### src/design/mtm_pkg.sv
`timescale 1ns / 1ps
// ----------------------------------------------------------------------------
// mtm_pkg
// Shared types, constants and mapping functions of the MUS to MIDI translator.
// ----------------------------------------------------------------------------
package mtm_pkg;

  // Width of the delay field carried by every result item.
  localparam int DELTA_W = 28;

  // Depth of the queue between front and back.
  localparam int Q_DEPTH = 4;
  localparam int Q_PTR_W = $clog2(Q_DEPTH);
  localparam int Q_CNT_W = $clog2(Q_DEPTH + 1);

  // Velocity given to every channel after reset or restart.
  localparam logic [7:0] VEL_INIT = 8'd100;

  // MIDI status nibbles.
  localparam logic [3:0] ST_NOTE_ON = 4'h9;
  localparam logic [3:0] ST_CTRL    = 4'hB;
  localparam logic [3:0] ST_PROGRAM = 4'hC;
  localparam logic [3:0] ST_BEND    = 4'hE;

  // MUS event types.
  localparam logic [2:0] MUS_NOTE_OFF = 3'd0;
  localparam logic [2:0] MUS_NOTE_ON  = 3'd1;
  localparam logic [2:0] MUS_BEND     = 3'd2;
  localparam logic [2:0] MUS_SYSTEM   = 3'd3;

  // First MUS event type that ends the score (score end and the undefined types).
  localparam logic [2:0] MUS_END_FIRST = 3'd5;

  // MUS and MIDI controller numbers with special handling, and the data maximum.
  localparam logic [7:0] MUS_CTL_MONO = 8'd12;
  localparam logic [7:0] MIDI_CTL_VOL = 8'd7;
  localparam logic [7:0] DATA_MAX     = 8'h7F;

  // What the back part does with a queued operation.
  typedef enum logic [1:0] {
    K_EMIT      = 2'd0,
    K_VEL_READ  = 2'd1,
    K_VEL_WRITE = 2'd2,
    K_RESTART   = 2'd3
  } mtm_kind_t;

  // One operation handed from front to back.
  typedef struct packed {
    mtm_kind_t          kind;
    logic [DELTA_W-1:0] delta;
    logic [7:0]         status;
    logic [7:0]         data_one;
    logic [7:0]         data_two;
    logic               is_nop;
    logic               score_end;
  } mtm_op_t;

  // MUS channel to MIDI channel: 15 goes to the percussion channel 9,
  // channels 9 to 14 move up by one.
  function automatic logic [3:0] midi_channel(input logic [3:0] c);
    logic [3:0] r;
    if (c == 4'd15) begin
      r = 4'd9;
    end else if (c inside {[4'd9:4'd14]}) begin
      r = c + 4'd1;
    end else begin
      r = c;
    end
    return r;
  endfunction

  // MUS controller index to MIDI controller number; unknown indexes give 0.
  function automatic logic [7:0] map_ctl(input logic [7:0] idx);
    logic [7:0] r;
    case (idx)
      8'd0:    r = 8'd0;
      8'd1:    r = 8'd0;
      8'd2:    r = 8'd1;
      8'd3:    r = 8'd7;
      8'd4:    r = 8'd10;
      8'd5:    r = 8'd11;
      8'd6:    r = 8'd91;
      8'd7:    r = 8'd93;
      8'd8:    r = 8'd64;
      8'd9:    r = 8'd67;
      8'd10:   r = 8'd120;
      8'd11:   r = 8'd123;
      8'd12:   r = 8'd126;
      8'd13:   r = 8'd127;
      8'd14:   r = 8'd121;
      default: r = 8'd0;
    endcase
    return r;
  endfunction

endpackage

### src/design/mtm_front.sv
`timescale 1ns / 1ps
// ----------------------------------------------------------------------------
// mtm_front
// Byte parser: accepts score bytes, tracks the event phase and the pending
// delay, and turns each completed MUS event or restart into one queued operation.
// ----------------------------------------------------------------------------
module mtm_front import mtm_pkg::*; #(
  parameter int DELAY_BITS = 28
) (
  input  logic       clk,
  input  logic       rst_n,
  input  logic       in_tvalid,
  output logic       in_tready,
  input  logic [7:0] in_tdata,   // score_byte
  input  logic       in_tuser,   // cmd (1 = restart)
  input  logic       cfg_wr_en,
  input  logic [3:0] cfg_wr_data,
  input  logic       q_full,
  output logic       q_push,
  output mtm_op_t    q_data
);

  typedef enum logic [3:0] {
    PH_EVENT = 4'b0001,
    PH_ARG1  = 4'b0010,
    PH_ARG2  = 4'b0100,
    PH_DELAY = 4'b1000
  } mtm_phase_t;

  mtm_phase_t            phase_r, phase_nxt;
  logic [7:0]            ev_r, ev_nxt;
  logic [7:0]            arg_r, arg_nxt;
  logic [DELAY_BITS-1:0] pend_r, pend_nxt;
  logic                  ended_r, ended_nxt;
  logic [3:0]            nchan_r;

  logic                  accept;
  logic                  emit;
  logic [2:0]            ev_type;
  logic [3:0]            ch;
  logic [7:0]            ctl;
  logic [31:0]           pend_wide;
  logic [DELTA_W-1:0]    delta_now;
  logic                  pend_ovf;
  logic [DELAY_BITS-1:0] pend_shift;

  assign in_tready = !q_full;
  assign accept    = in_tvalid && in_tready;
  assign ev_type   = ev_r[6:4];
  assign ch        = midi_channel(ev_r[3:0]);

  // Delay as carried in a result item.
  assign pend_wide = 32'(pend_r);
  assign delta_now = pend_wide[DELTA_W-1:0];

  // One seven-bit group of the variable-length delay, saturating.
  assign pend_ovf   = |pend_r[DELAY_BITS-1 -: 7];
  assign pend_shift = {pend_r[DELAY_BITS-8:0], in_tdata[6:0]};

  // Channel count register.
  always_ff @(posedge clk) begin
    if (!rst_n) begin
      nchan_r <= 4'd0;
    end else if (cfg_wr_en) begin
      nchan_r <= cfg_wr_data;
    end
  end

  // Parser step for one accepted item.
  always_comb begin
    phase_nxt = phase_r;
    ev_nxt    = ev_r;
    arg_nxt   = arg_r;
    pend_nxt  = pend_r;
    ended_nxt = ended_r;
    emit      = 1'b0;
    q_push    = 1'b0;
    ctl       = map_ctl(arg_r);
    q_data    = '{kind: K_EMIT, delta: delta_now, status: 8'd0, data_one: 8'd0,
                  data_two: 8'd0, is_nop: 1'b0, score_end: 1'b0};
    if (accept) begin
      if (in_tuser) begin
        phase_nxt    = PH_EVENT;
        ev_nxt       = 8'd0;
        arg_nxt      = 8'd0;
        pend_nxt     = '0;
        ended_nxt    = 1'b0;
        q_push       = 1'b1;
        q_data.kind  = K_RESTART;
      end else if (!ended_r) begin
        case (phase_r)
          PH_ARG1: begin
            case (ev_type)
              MUS_NOTE_OFF: begin
                emit          = 1'b1;
                q_data.status = {ST_NOTE_ON, ch};
                q_data.data_one = {1'b0, in_tdata[6:0]};
              end
              MUS_NOTE_ON: begin
                if (in_tdata[7]) begin
                  arg_nxt   = in_tdata;
                  phase_nxt = PH_ARG2;
                end else begin
                  emit            = 1'b1;
                  q_data.kind     = K_VEL_READ;
                  q_data.status   = {ST_NOTE_ON, ch};
                  q_data.data_one = in_tdata;
                end
              end
              MUS_BEND: begin
                emit            = 1'b1;
                q_data.status   = {ST_BEND, ch};
                q_data.data_one = {1'b0, in_tdata[0], 6'd0};
                q_data.data_two = {1'b0, in_tdata[7:1]};
              end
              MUS_SYSTEM: begin
                emit            = 1'b1;
                q_data.status   = {ST_CTRL, ch};
                q_data.data_one = map_ctl(in_tdata);
                q_data.data_two = (in_tdata == MUS_CTL_MONO) ? {4'd0, nchan_r} : 8'd0;
              end
              default: begin
                arg_nxt   = in_tdata;
                phase_nxt = PH_ARG2;
              end
            endcase
          end
          PH_ARG2: begin
            emit = 1'b1;
            if (ev_type == MUS_NOTE_ON) begin
              q_data.kind     = K_VEL_WRITE;
              q_data.status   = {ST_NOTE_ON, ch};
              q_data.data_one = {1'b0, arg_r[6:0]};
              q_data.data_two = in_tdata;
            end else if (arg_r == 8'd0) begin
              q_data.status   = {ST_PROGRAM, ch};
              q_data.data_one = in_tdata;
            end else begin
              q_data.status   = {ST_CTRL, ch};
              q_data.data_one = ctl;
              q_data.data_two = (ctl == MIDI_CTL_VOL && in_tdata > DATA_MAX) ?
                                DATA_MAX : in_tdata;
            end
          end
          PH_DELAY: begin
            pend_nxt = pend_ovf ? {DELAY_BITS{1'b1}} : pend_shift;
            if (!in_tdata[7]) begin
              phase_nxt = PH_EVENT;
            end
          end
          default: begin
            // Types 5 to 7 end the score at the event byte.
            if (in_tdata[6:4] >= MUS_END_FIRST) begin
              q_push           = 1'b1;
              q_data.is_nop    = (pend_r != '0);
              q_data.score_end = 1'b1;
              pend_nxt         = '0;
              ended_nxt        = 1'b1;
              phase_nxt        = PH_EVENT;
            end else begin
              ev_nxt    = in_tdata;
              phase_nxt = PH_ARG1;
            end
          end
        endcase
        // A completed event clears the delay; a set last-bit means a delay follows.
        if (emit) begin
          q_push    = 1'b1;
          pend_nxt  = '0;
          phase_nxt = ev_r[7] ? PH_DELAY : PH_EVENT;
        end
      end
    end
  end

  // Parser registers.
  always_ff @(posedge clk) begin
    if (!rst_n) begin
      phase_r <= PH_EVENT;
      ev_r    <= 8'd0;
      arg_r   <= 8'd0;
      pend_r  <= '0;
      ended_r <= 1'b0;
    end else begin
      phase_r <= phase_nxt;
      ev_r    <= ev_nxt;
      arg_r   <= arg_nxt;
      pend_r  <= pend_nxt;
      ended_r <= ended_nxt;
    end
  end

endmodule

### src/design/mtm_fifo.sv
`timescale 1ns / 1ps
// ----------------------------------------------------------------------------
// mtm_fifo
// Short register queue that decouples the parser from the event writer.
// ----------------------------------------------------------------------------
module mtm_fifo import mtm_pkg::*; (
  input  logic    clk,
  input  logic    rst_n,
  input  logic    push,
  input  mtm_op_t push_data,
  input  logic    pop,
  output mtm_op_t head,
  output logic    full,
  output logic    empty
);

  mtm_op_t            mem_r [Q_DEPTH];
  logic [Q_PTR_W-1:0] wr_ptr_r, wr_ptr_nxt;
  logic [Q_PTR_W-1:0] rd_ptr_r, rd_ptr_nxt;
  logic [Q_CNT_W-1:0] count_r, count_nxt;

  assign full  = (count_r == Q_CNT_W'(Q_DEPTH));
  assign empty = (count_r == '0);
  assign head  = mem_r[rd_ptr_r];

  // Pointer and fill count update.
  always_comb begin
    wr_ptr_nxt = wr_ptr_r;
    rd_ptr_nxt = rd_ptr_r;
    count_nxt  = count_r;
    if (push) begin
      wr_ptr_nxt = (wr_ptr_r == Q_PTR_W'(Q_DEPTH - 1)) ? '0 : wr_ptr_r + 1'b1;
    end
    if (pop) begin
      rd_ptr_nxt = (rd_ptr_r == Q_PTR_W'(Q_DEPTH - 1)) ? '0 : rd_ptr_r + 1'b1;
    end
    if (push && !pop) begin
      count_nxt = count_r + 1'b1;
    end else if (pop && !push) begin
      count_nxt = count_r - 1'b1;
    end
  end

  always_ff @(posedge clk) begin
    if (!rst_n) begin
      wr_ptr_r <= '0;
      rd_ptr_r <= '0;
      count_r  <= '0;
    end else begin
      wr_ptr_r <= wr_ptr_nxt;
      rd_ptr_r <= rd_ptr_nxt;
      count_r  <= count_nxt;
    end
  end

  // Storage; no reset needed for payload.
  always_ff @(posedge clk) begin
    if (push) begin
      mem_r[wr_ptr_r] <= push_data;
    end
  end

`ifndef NO_ASSERTIONS
  a_no_overflow: assert property (@(posedge clk) disable iff (!rst_n)
    full |-> !push) else $error("queue written while full");
  a_no_underflow: assert property (@(posedge clk) disable iff (!rst_n)
    empty |-> !pop) else $error("queue read while empty");
  a_count_bound: assert property (@(posedge clk) disable iff (!rst_n)
    count_r <= Q_CNT_W'(Q_DEPTH)) else $error("queue count out of range");
`endif

endmodule

### src/design/mtm_back.sv
`timescale 1ns / 1ps
// ----------------------------------------------------------------------------
// mtm_back
// Event writer: applies the per-channel velocity table to queued operations
// and holds the finished result item in the output register.
// ----------------------------------------------------------------------------
module mtm_back import mtm_pkg::*; (
  input  logic    clk,
  input  logic    rst_n,
  input  logic    q_empty,
  input  mtm_op_t q_head,
  output logic    q_pop,
  output logic    out_valid,
  input  logic    out_ready,
  output mtm_op_t out_item
);

  logic [7:0] vel_r [16];
  logic       out_valid_r, out_valid_nxt;
  mtm_op_t    out_item_r, out_item_nxt;
  logic [3:0] vch;

  assign vch       = q_head.status[3:0];
  assign q_pop     = !q_empty && (!out_valid_r || out_ready);
  assign out_valid = out_valid_r;
  assign out_item  = out_item_r;

  // Result selection for the operation at the queue head.
  always_comb begin
    out_valid_nxt = out_valid_r && !out_ready;
    out_item_nxt  = out_item_r;
    if (q_pop && q_head.kind != K_RESTART) begin
      out_valid_nxt = 1'b1;
      out_item_nxt  = q_head;
      if (q_head.kind == K_VEL_READ) begin
        out_item_nxt.data_two = vel_r[vch];
      end
    end
  end

  always_ff @(posedge clk) begin
    if (!rst_n) begin
      out_valid_r <= 1'b0;
    end else begin
      out_valid_r <= out_valid_nxt;
    end
  end

  always_ff @(posedge clk) begin
    out_item_r <= out_item_nxt;
  end

  // Velocity table: restart refills it, a note on with velocity writes one entry.
  always_ff @(posedge clk) begin
    if (!rst_n) begin
      for (int i = 0; i < 16; i++) begin
        vel_r[i] <= VEL_INIT;
      end
    end else if (q_pop && q_head.kind == K_RESTART) begin
      for (int i = 0; i < 16; i++) begin
        vel_r[i] <= VEL_INIT;
      end
    end else if (q_pop && q_head.kind == K_VEL_WRITE) begin
      vel_r[vch] <= q_head.data_two;
    end
  end

`ifndef NO_ASSERTIONS
  a_restart_fill: assert property (@(posedge clk) disable iff (!rst_n)
    (q_pop && q_head.kind == K_RESTART) |=> (vel_r[0] == VEL_INIT && vel_r[15] == VEL_INIT))
    else $error("velocity table not refilled on restart");
  a_vel_store: assert property (@(posedge clk) disable iff (!rst_n)
    (q_pop && q_head.kind == K_VEL_WRITE) |=> (vel_r[$past(vch)] == $past(q_head.data_two)))
    else $error("velocity not stored");
  a_result_loaded: assert property (@(posedge clk) disable iff (!rst_n)
    (q_pop && q_head.kind != K_RESTART) |=> out_valid_r)
    else $error("popped operation gave no result item");
`endif

endmodule

### src/design/mus_to_midi_event_translator_top.sv
`timescale 1ns / 1ps
// ----------------------------------------------------------------------------
// mus_to_midi_event_translator_top
// Translates a MUS score, one byte per item, into MIDI short events.
//
//   Channel  Dir  Signals                    Content
//   in_      in   tvalid/tready/tdata/tuser  tdata: score_byte; tuser: cmd
//   out_     out  tvalid/tready/tdata/tuser  tdata: delta_ticks, status_byte,
//                 tlast                      data_one, data_two; tuser: is_nop;
//                                            tlast: score_end
//   cfg_     in   wr_en/wr_data              num_channels
//
// One score byte is accepted every cycle while the four-entry operation
// queue has room. A result item appears on out_ once the byte completing the
// event has passed through a queue entry and then the output register.
// When out_tready is low the queue absorbs up to four more operations before
// in_tready drops. Reset is synchronous.
// ----------------------------------------------------------------------------
module mus_to_midi_event_translator_top import mtm_pkg::*; #(
  parameter int DELAY_BITS = 28
) (
  input  logic        clk,
  input  logic        rst_n,
  input  logic        in_tvalid,
  output logic        in_tready,
  input  logic [7:0]  in_tdata,   // [7:0] score_byte
  input  logic        in_tuser,   // [0] cmd
  output logic        out_tvalid,
  input  logic        out_tready,
  output logic [55:0] out_tdata,  // [27:0] delta_ticks, [35:28] status_byte,
                                  // [43:36] data_one, [51:44] data_two, zeros
  output logic        out_tuser,  // [0] is_nop
  output logic        out_tlast,  // score_end
  input  logic        cfg_wr_en,
  input  logic [3:0]  cfg_wr_data
);

  mtm_op_t push_data;
  mtm_op_t head;
  mtm_op_t res;
  logic    push;
  logic    pop;
  logic    full;
  logic    empty;

  // Parser front.
  mtm_front #(
    .DELAY_BITS(DELAY_BITS)
  ) u_front (
    .clk        (clk),
    .rst_n      (rst_n),
    .in_tvalid  (in_tvalid),
    .in_tready  (in_tready),
    .in_tdata   (in_tdata),
    .in_tuser   (in_tuser),
    .cfg_wr_en  (cfg_wr_en),
    .cfg_wr_data(cfg_wr_data),
    .q_full     (full),
    .q_push     (push),
    .q_data     (push_data)
  );

  // Operation queue.
  mtm_fifo u_fifo (
    .clk      (clk),
    .rst_n    (rst_n),
    .push     (push),
    .push_data(push_data),
    .pop      (pop),
    .head     (head),
    .full     (full),
    .empty    (empty)
  );

  // Event writer back.
  mtm_back u_back (
    .clk      (clk),
    .rst_n    (rst_n),
    .q_empty  (empty),
    .q_head   (head),
    .q_pop    (pop),
    .out_valid(out_tvalid),
    .out_ready(out_tready),
    .out_item (res)
  );

  // Result packing.
  assign out_tdata = {4'd0, res.data_two, res.data_one, res.status, res.delta};
  assign out_tuser = res.is_nop;
  assign out_tlast = res.score_end;

endmodule
### config.mk
export PLATFORM = sky130hd
export DESIGN_NAME = mus_to_midi_event_translator_top
export DESIGN_NICKNAME = d
export VERILOG_FILES = /design/src/design/mtm_pkg.sv /design/src/design/mtm_front.sv /design/src/design/mtm_fifo.sv /design/src/design/mtm_back.sv /design/src/design/mus_to_midi_event_translator_top.sv
export SDC_FILE = /design/constraint.sdc
export NUM_CORES = 1
export LEC_CHECK = 0
export BUFFER_PORTS_ARGS = -buffer_cell sky130_fd_sc_hd__buf_2
export CORE_MARGIN = 2
export CORE_UTILIZATION = 30
export CTS_BUF_LIST = sky130_fd_sc_hd__clkbuf_4 sky130_fd_sc_hd__clkbuf_8
export DETAILED_ROUTE_END_ITERATION = 7
export PLACE_DENSITY = 0.55
export SETUP_SLACK_MARGIN = 0.05
export SYNTH_ARGS = -nofsm -noshare
export SYNTH_HDL_FRONTEND = slang
export SYNTH_SLANG_ARGS = --single-unit
### constraint.sdc
create_clock -name clk -period 11.41 [get_ports clk]
set_input_delay 0.5705 -clock clk [delete_from_list [all_inputs] [get_ports clk]]
set_output_delay 0.5705 -clock clk [all_outputs]
set_load 0.02 [all_outputs]
==> flow_summary.toml, run 1 <==
[global_route]
grt_pass1_vias = 12388
grt_usage_pct = 14.1
overflow = 0
grt_pass1_wl_um = 73400
antenna_found_initial = 4
grt_max_degree = 64

[sta]
maxSlewViolCount = 0
finalHoldViolations = 0
clock_skew_ns = 0.0449
layout_min_cycle_time_ns = 4.10
setup-violations-final = 0
setup_ws_ns = 7.31
worst_slew_pin_slew_ns = 1.23
relSlewSlack_pct = 17.7
min_period_over_period_pct = 36.0
rsz0062_at_grt = "false"
finalSetupTns_ns = 0
fmax_ghz = 0.244

[setup_path]
critical_path_class = "reg -> reg"
worst_setup_path_end_kind = "register"
crit_required_ns = 11.70
cp_max_fo = 47
arrival_ns = 4.39
startpoint_type = "register"

[placement]
dpl.cell_count = 2325
dp_hpwl_um = 29700
port_buffers = 73
place.gp.congestion = 0.814
dp_slack_ns = 7.30

[final_layout]
nFillCells = 6387
final_cell_count_no_fill = 2468
post-route-util_pct = 34.8
nets = 1577
regArea_um2 = 13600
multi_input_area_um2 = 5810
areaGrowthSynthToFinish_pct = 15.0
drive_gt1_share_pct = 19.7

[drt]
via_per_inst = 4.99
drtIter0Drc = 1020
drt_first_pass_iters = 5
wl_per_cell_um = 19.4
ant_nets = 0
drcViolationCount = 0
vias = 12309
routed_wl_um = 47900

[floorplanning]
die-height_um = 261
row_count = 94
die_width_um = 261
coreArea_um2 = 65600
start_util_pct = 30.2
num_io_pins = 78
die_area_um2 = 68200

[cts]
clockRootBuffer = "clkbuf_8"
cts_resized = 0
clk_latency_ns = 0.67
cts_tree = "done"
numClockSinks = 476
clk_pin_slew_ns = 0.06
cts.path.max_buffers = 3
cts-hold-fix-buffers = 0
cts_buffers = 78
cts_setup_buffers = 0
h-tree-depth = 3

[logic_synthesis]
ys_types = 72
synth_top_area_share_pct = 61.4
ys_ff_latch = 476
synth_edf_count = 406
syn_avg_cell_area_um2 = 13.6
synth_async_sr_flop_share_pct = 0
syn_inst = 1458
synth_warnings = 0
synth_ff_type = "edfxtp_1"
synth-seq-area-share_pct = 68.5
synth.area.top_cells = "edfxtp_1 (61%), dfxtp_1 (7.1%), mux4_2 (5.3%), nand2_1 (3.8%), nor2_1 (2.9%)"
yosys.area.top_type = "edfxtp_1"
syn-cell-area_um2 = 19800

[worst_hold_path]
holdCritPathClass = "in -> reg"

[run]
drv_cap = 0

[power_and_ir_drop]
p_leak_nw = 7.55
vdd_drop_max_mv = 0.130
power_density_nw_per_um2 = 236

[outcome]
outcome = "finished, final reports clean"
-- logic make-up (layout without fill, tap and decap cells) --
group / after synthesis / in the layout / share of synthesized area (%)
and+or+nand+nor: 487 / 487 / 10.9
DFF: 476 / 476 / 68.5
AOI/OAI and AO/OA: 248 / 248 / 8.31
buffers and inverters: 118 / 260 / 2.49
muxes: 106 / 106 / 8.39
adders and majority gates: 18 / 18 / 1.17
xor gates and xnor gates: 4 / 4 / 0.177
other: 1 / 5 / 0.0189
-- cell type report --
class,instances,share of cell area [%]
Sequential cell,476,59.6
Tap cell,864,4.74
Clock buffer,114,6.14
Multi-Input combinational cell,867,25.5
Timing Repair Buffer,93,2.26
Clock inverter,28,1.35
Inverter,25,0.411
Antenna cell,1,0.0110
-- state kept, by name, summed over array words and instances, names as in the netlist, named ones only --
name,count
u_fifo.mem_r,224
u_fifo.rd_ptr_r,2
u_front.nchan_r,4
u_front.ended_r,1
u_back.out_valid,1
u_back.out_item,54
u_fifo.wr_ptr_r,2
u_front.arg_r,8
u_back.vel_r,128
u_front.delta_now,28
u_front.phase_r,4
u_fifo.count_r,3
u_front.ev_r,8
-- final timing paths --
| check | startpoint | endpoint | depth (start not counted) | slack, ns |
|---|---|---|---|---|
| worst max-delay path | register | u_back.vel_r[0][6]$_SDFFCE_PN1P_ | 8 | 7.31 |
| worst min-delay path | cfg_wr_data[1] | u_front.nchan_r[1]$_SDFFE_PN0P_ | 3 | 0.15 |
| worst min register to register | u_fifo.rd_ptr_r[0]$_SDFFE_PN0P_ | register | 2 | 0.48 |
| worst max register to register | register | u_back.vel_r[0][6]$_SDFFCE_PN1P_ | 8 | 7.31 |
-- through the flow --
stage | cell area, µm² | power (mW) | hold WS [ns]
floorplan | 19900 | 3.31 | 0.446
global placement | 21100 | 3.83 | 0.478
detailed placement | 21100 | 3.84 | 0.488
CTS | 22800 | 5.46 | 0.0920
global route | 22800 | 5.65 | 0.109
finish | 22800 | 5.38 | 0.149
-- cell usage after synthesis (all sizes together), types with 4 or more instances --
library cell / number
mux4: 47
nor2b: 9
o21ai: 38
nor3: 7
a22oi: 22
nand3: 26
mux2: 12
buf: 38
nor4: 10
o211ai: 33
dfxtp: 70
a22o: 5
and4: 6
inv: 24
or4: 4
a211oi: 19
nor2: 153
o22ai: 8
nand2: 204
a2111oi: 4
and3: 14
and2: 20
o31ai: 8
mux2i: 47
edfxtp: 406
nand2b: 13
o21a: 6
clkbuf: 55
nand4: 6
ha: 17
a31oi: 26
a21oi: 63
-- cell usage in the layout (no fill, tap or decap), drive strengths merged, types with 33 or more instances in the layout --
cell type	synthesis	layout
edfxtp	406	406
nand2	204	204
nor2	153	153
clkbuf	55	114
buf	38	93
dfxtp	70	70
a21oi	63	63
mux2i	47	47
mux4	47	47
o21ai	38	38
o211ai	33	33
-- critical path, cell delays in order (launching register included) --
cell     delay, ns
dfxtp_4       0.53
mux2i_1       0.22
mux2_2        0.81
inv_1         0.58
buf_4         0.40
nor2_1        0.24
and4_1        0.37
nand2_1       0.19
nand2_1       0.35
-- where the power goes --
group	total [mW]	switching (mW)	internal [mW]
clock network	1.60	0.684	0.912
registers	2.30	0.103	2.20
logic	1.49	1.01	0.473
total	5.38	1.80	3.58
-- layer usage --
layer | track usage [%] | share of wire, % | vias to the layer above
met4 | 5.49 | 2.6 | 4
li1 | - | - | 5654
met2 | 23.0 | 48 | 432
met3 | 2.81 | 6.4 | 82
met1 | 18.4 | 43 | 6137
met5 | 0 | 0.056 | -
(Power assumes the default switching activity.)
==> run 2, diff against run 1 <==
--- a/config.mk
+++ b/config.mk
@@ -10,7 +10,7 @@
 export CORE_UTILIZATION = 30
 export CTS_BUF_LIST = sky130_fd_sc_hd__clkbuf_4 sky130_fd_sc_hd__clkbuf_8
 export DETAILED_ROUTE_END_ITERATION = 7
-export PLACE_DENSITY = 0.55
+export PLACE_DENSITY = 0.56
 export SETUP_SLACK_MARGIN = 0.05
 export SYNTH_ARGS = -nofsm -noshare
 export SYNTH_HDL_FRONTEND = slang
==> constraint.sdc (replaced) <==
create_clock -name clk -period 3.74 [get_ports clk]
set_input_delay 0.187 -clock clk [delete_from_list [all_inputs] [get_ports clk]]
set_output_delay 0.187 -clock clk [all_outputs]
set_load 0.02 [all_outputs]
==> flow_summary.toml, run 2 (synthesis results as in run 1) <==
[setup_path]
max_stage_delay_ns = 0.51
slowest_stage = "nor4b_1"
worst_setup_path_end_kind = "register"
cp_cell_sequence = "nor4b_1 > a31oi_1 > a21boi_0 > o21a_1 > nor2_1 > ha_1 > inv_1 > fa_1 > xor2_1 > or3_1 > a21oi_1"
startpoint_type = "register"
arrival_ns = 3.67
critical_path_class = "reg -> reg"
cp_max_fo = 8
crit_required_ns = 4.30

[final_layout]
layout_common_cells = "edfxtp_1 (406), nand2_1 (203), nor2_1 (153)"
layout_commonest_cell = "edfxtp_1"
post-route-util_pct = 34.9
drive_gt1_share_pct = 18.9
areaGrowthSynthToFinish_pct = 15.5
regMostFlops = "u_fifo.mem_r"
nets = 1606
largest_reg_flops = 224

[placement]
dp_hpwl_um = 29700
place.gp.congestion = 0.884
dp_slack_ns = 0.704
port_buffers = 73

[floorplanning]
num_io_pins = 78
die_area_um2 = 68200
coreArea_um2 = 65600
row_count = 94
die_width_um = 261
die-height_um = 261
start_util_pct = 30.2

[sta]
setup-violations-final = 0
min_period_over_period_pct = 83.2
worst_slew_pin_slew_ns = 1.02
finalHoldWorstSlack_ns = 0.0913
setup_ws_ns = 0.630
rsz0062_at_grt = "false"
finalSetupTns_ns = 0
relSlewSlack_pct = 32.2
finalHoldViolations = 0
clock_skew_ns = 0.0403
layout_min_cycle_time_ns = 3.11
maxSlewViolCount = 0
fmax_ghz = 0.322

[cts]
numClockSinks = 476
clk_latency_ns = 0.66
cts_tree = "done"
cts_buffers = 77
cts_resized = 0
clockRootBuffer = "clkbuf_8"
clk_pin_slew_ns = 0.06
cts.path.max_buffers = 3
h-tree-depth = 3

[drt]
ant_nets = 0
wl_per_cell_um = 18.8
vias = 12277
routed_wl_um = 46900
via_per_inst = 4.92
drtIter0Drc = 1048
drcViolationCount = 0
drt_first_pass_iters = 6

[global_route]
overflow = 0
antenna_found_initial = 3
grt_pass1_vias = 12363
grt_max_degree = 57
grt_pass1_wl_um = 71500
grt_usage_pct = 13.7

[outcome]
outcome = "finished, final reports clean"

[power_and_ir_drop]
vdd_drop_max_mv = 0.406
power_density_nw_per_um2 = 697
p_leak_nw = 7.58

[run]
drv_cap = 0

[worst_hold_path]
holdCritPathClass = "in -> reg"
## run 2: changes by cell type in the layout (fill, tap and decap cells not counted), moves of 2 or more
cell	change
buf_12	+6
buf_4	+8
bufinv_16	-4
clkbuf_4	-2
clkbuf_8	-7
clkinv_1	+11
clkinv_2	-5
dlygate4sd3_1	+16
inv_8	+2
o21ai_1	+5
o21ai_2	-5
## run 2: area by class of cell
| cell class | instances | area, µm² |
|---|---|---|
| antenna | 2 | 5.00 |
| clock buffer | 105 | 1290 |
| clock inverter | 31 | 211 |
| fill | 6368 | 42700 |
| inverter | 25 | 93.8 |
| multi-input combinational | 867 | 5780 |
| sequential | 476 | 13600 |
| tap | 864 | 1080 |
| timing repair buffer | 123 | 856 |
## run 2: critical path: cells and delay by family, from the launching register on
family                     cells  cell delay, ns
adders and majority gates      2            0.58
DFF                            1            0.46
AOI/OAI and AO/OA              4            0.81
buffers and inverters          1            0.06
xor gates and xnor gates       1            0.17
and+or+nand+nor                3            0.93
## run 2: final timing paths
kind	end	start	slack, ns	cells after the start
worst min register to register	register	u_fifo.rd_ptr_r[1]$_SDFFE_PN0P_	0.48	2
worst max register to register	u_fifo.count_r[2]$_SDFFE_PN0P_	u_front.phase_r[1]$_SDFFE_PN0P_	0.63	11
worst min-delay path	u_fifo.wr_ptr_r[0]$_SDFFE_PN0P_	in_tvalid	0.09	4
worst max-delay path	u_fifo.count_r[2]$_SDFFE_PN0P_	u_front.phase_r[1]$_SDFFE_PN0P_	0.63	11
## run 2: power by group
| group | total, mW | switching, mW | internal (mW) |
|---|---|---|---|
| clock | 4.36 | 2.03 | 2.33 |
| sequential | 6.98 | 0.297 | 6.69 |
| combinational | 4.62 | 3.06 | 1.55 |
## run 2: timing repair
item                                   CTS  global route
hold buffers                            16             0
endpoints found under the hold margin   19             0
setup buffers                            0             0
## run 2: through the flow
stage / std cells / power (mW) / area [µm²]
global placement: 2339 / 11.7 / 21300
detailed placement: 2339 / 11.8 / 21300
finish: 2493 / 16.0 / 22900
floorplan: 1461 / 10.1 / 19900
CTS: 2491 / 16.2 / 22900
global route: 2493 / 16.8 / 22900
## run 2: per-layer routing
layer	routed length [µm]	track usage, %	vias to the layer above
met2	22500	22.4	374
met3	2520	2.31	92
met1	20500	18.1	6093
li1	-	-	5716
met4	1320	5.87	2
met5	13	0	-
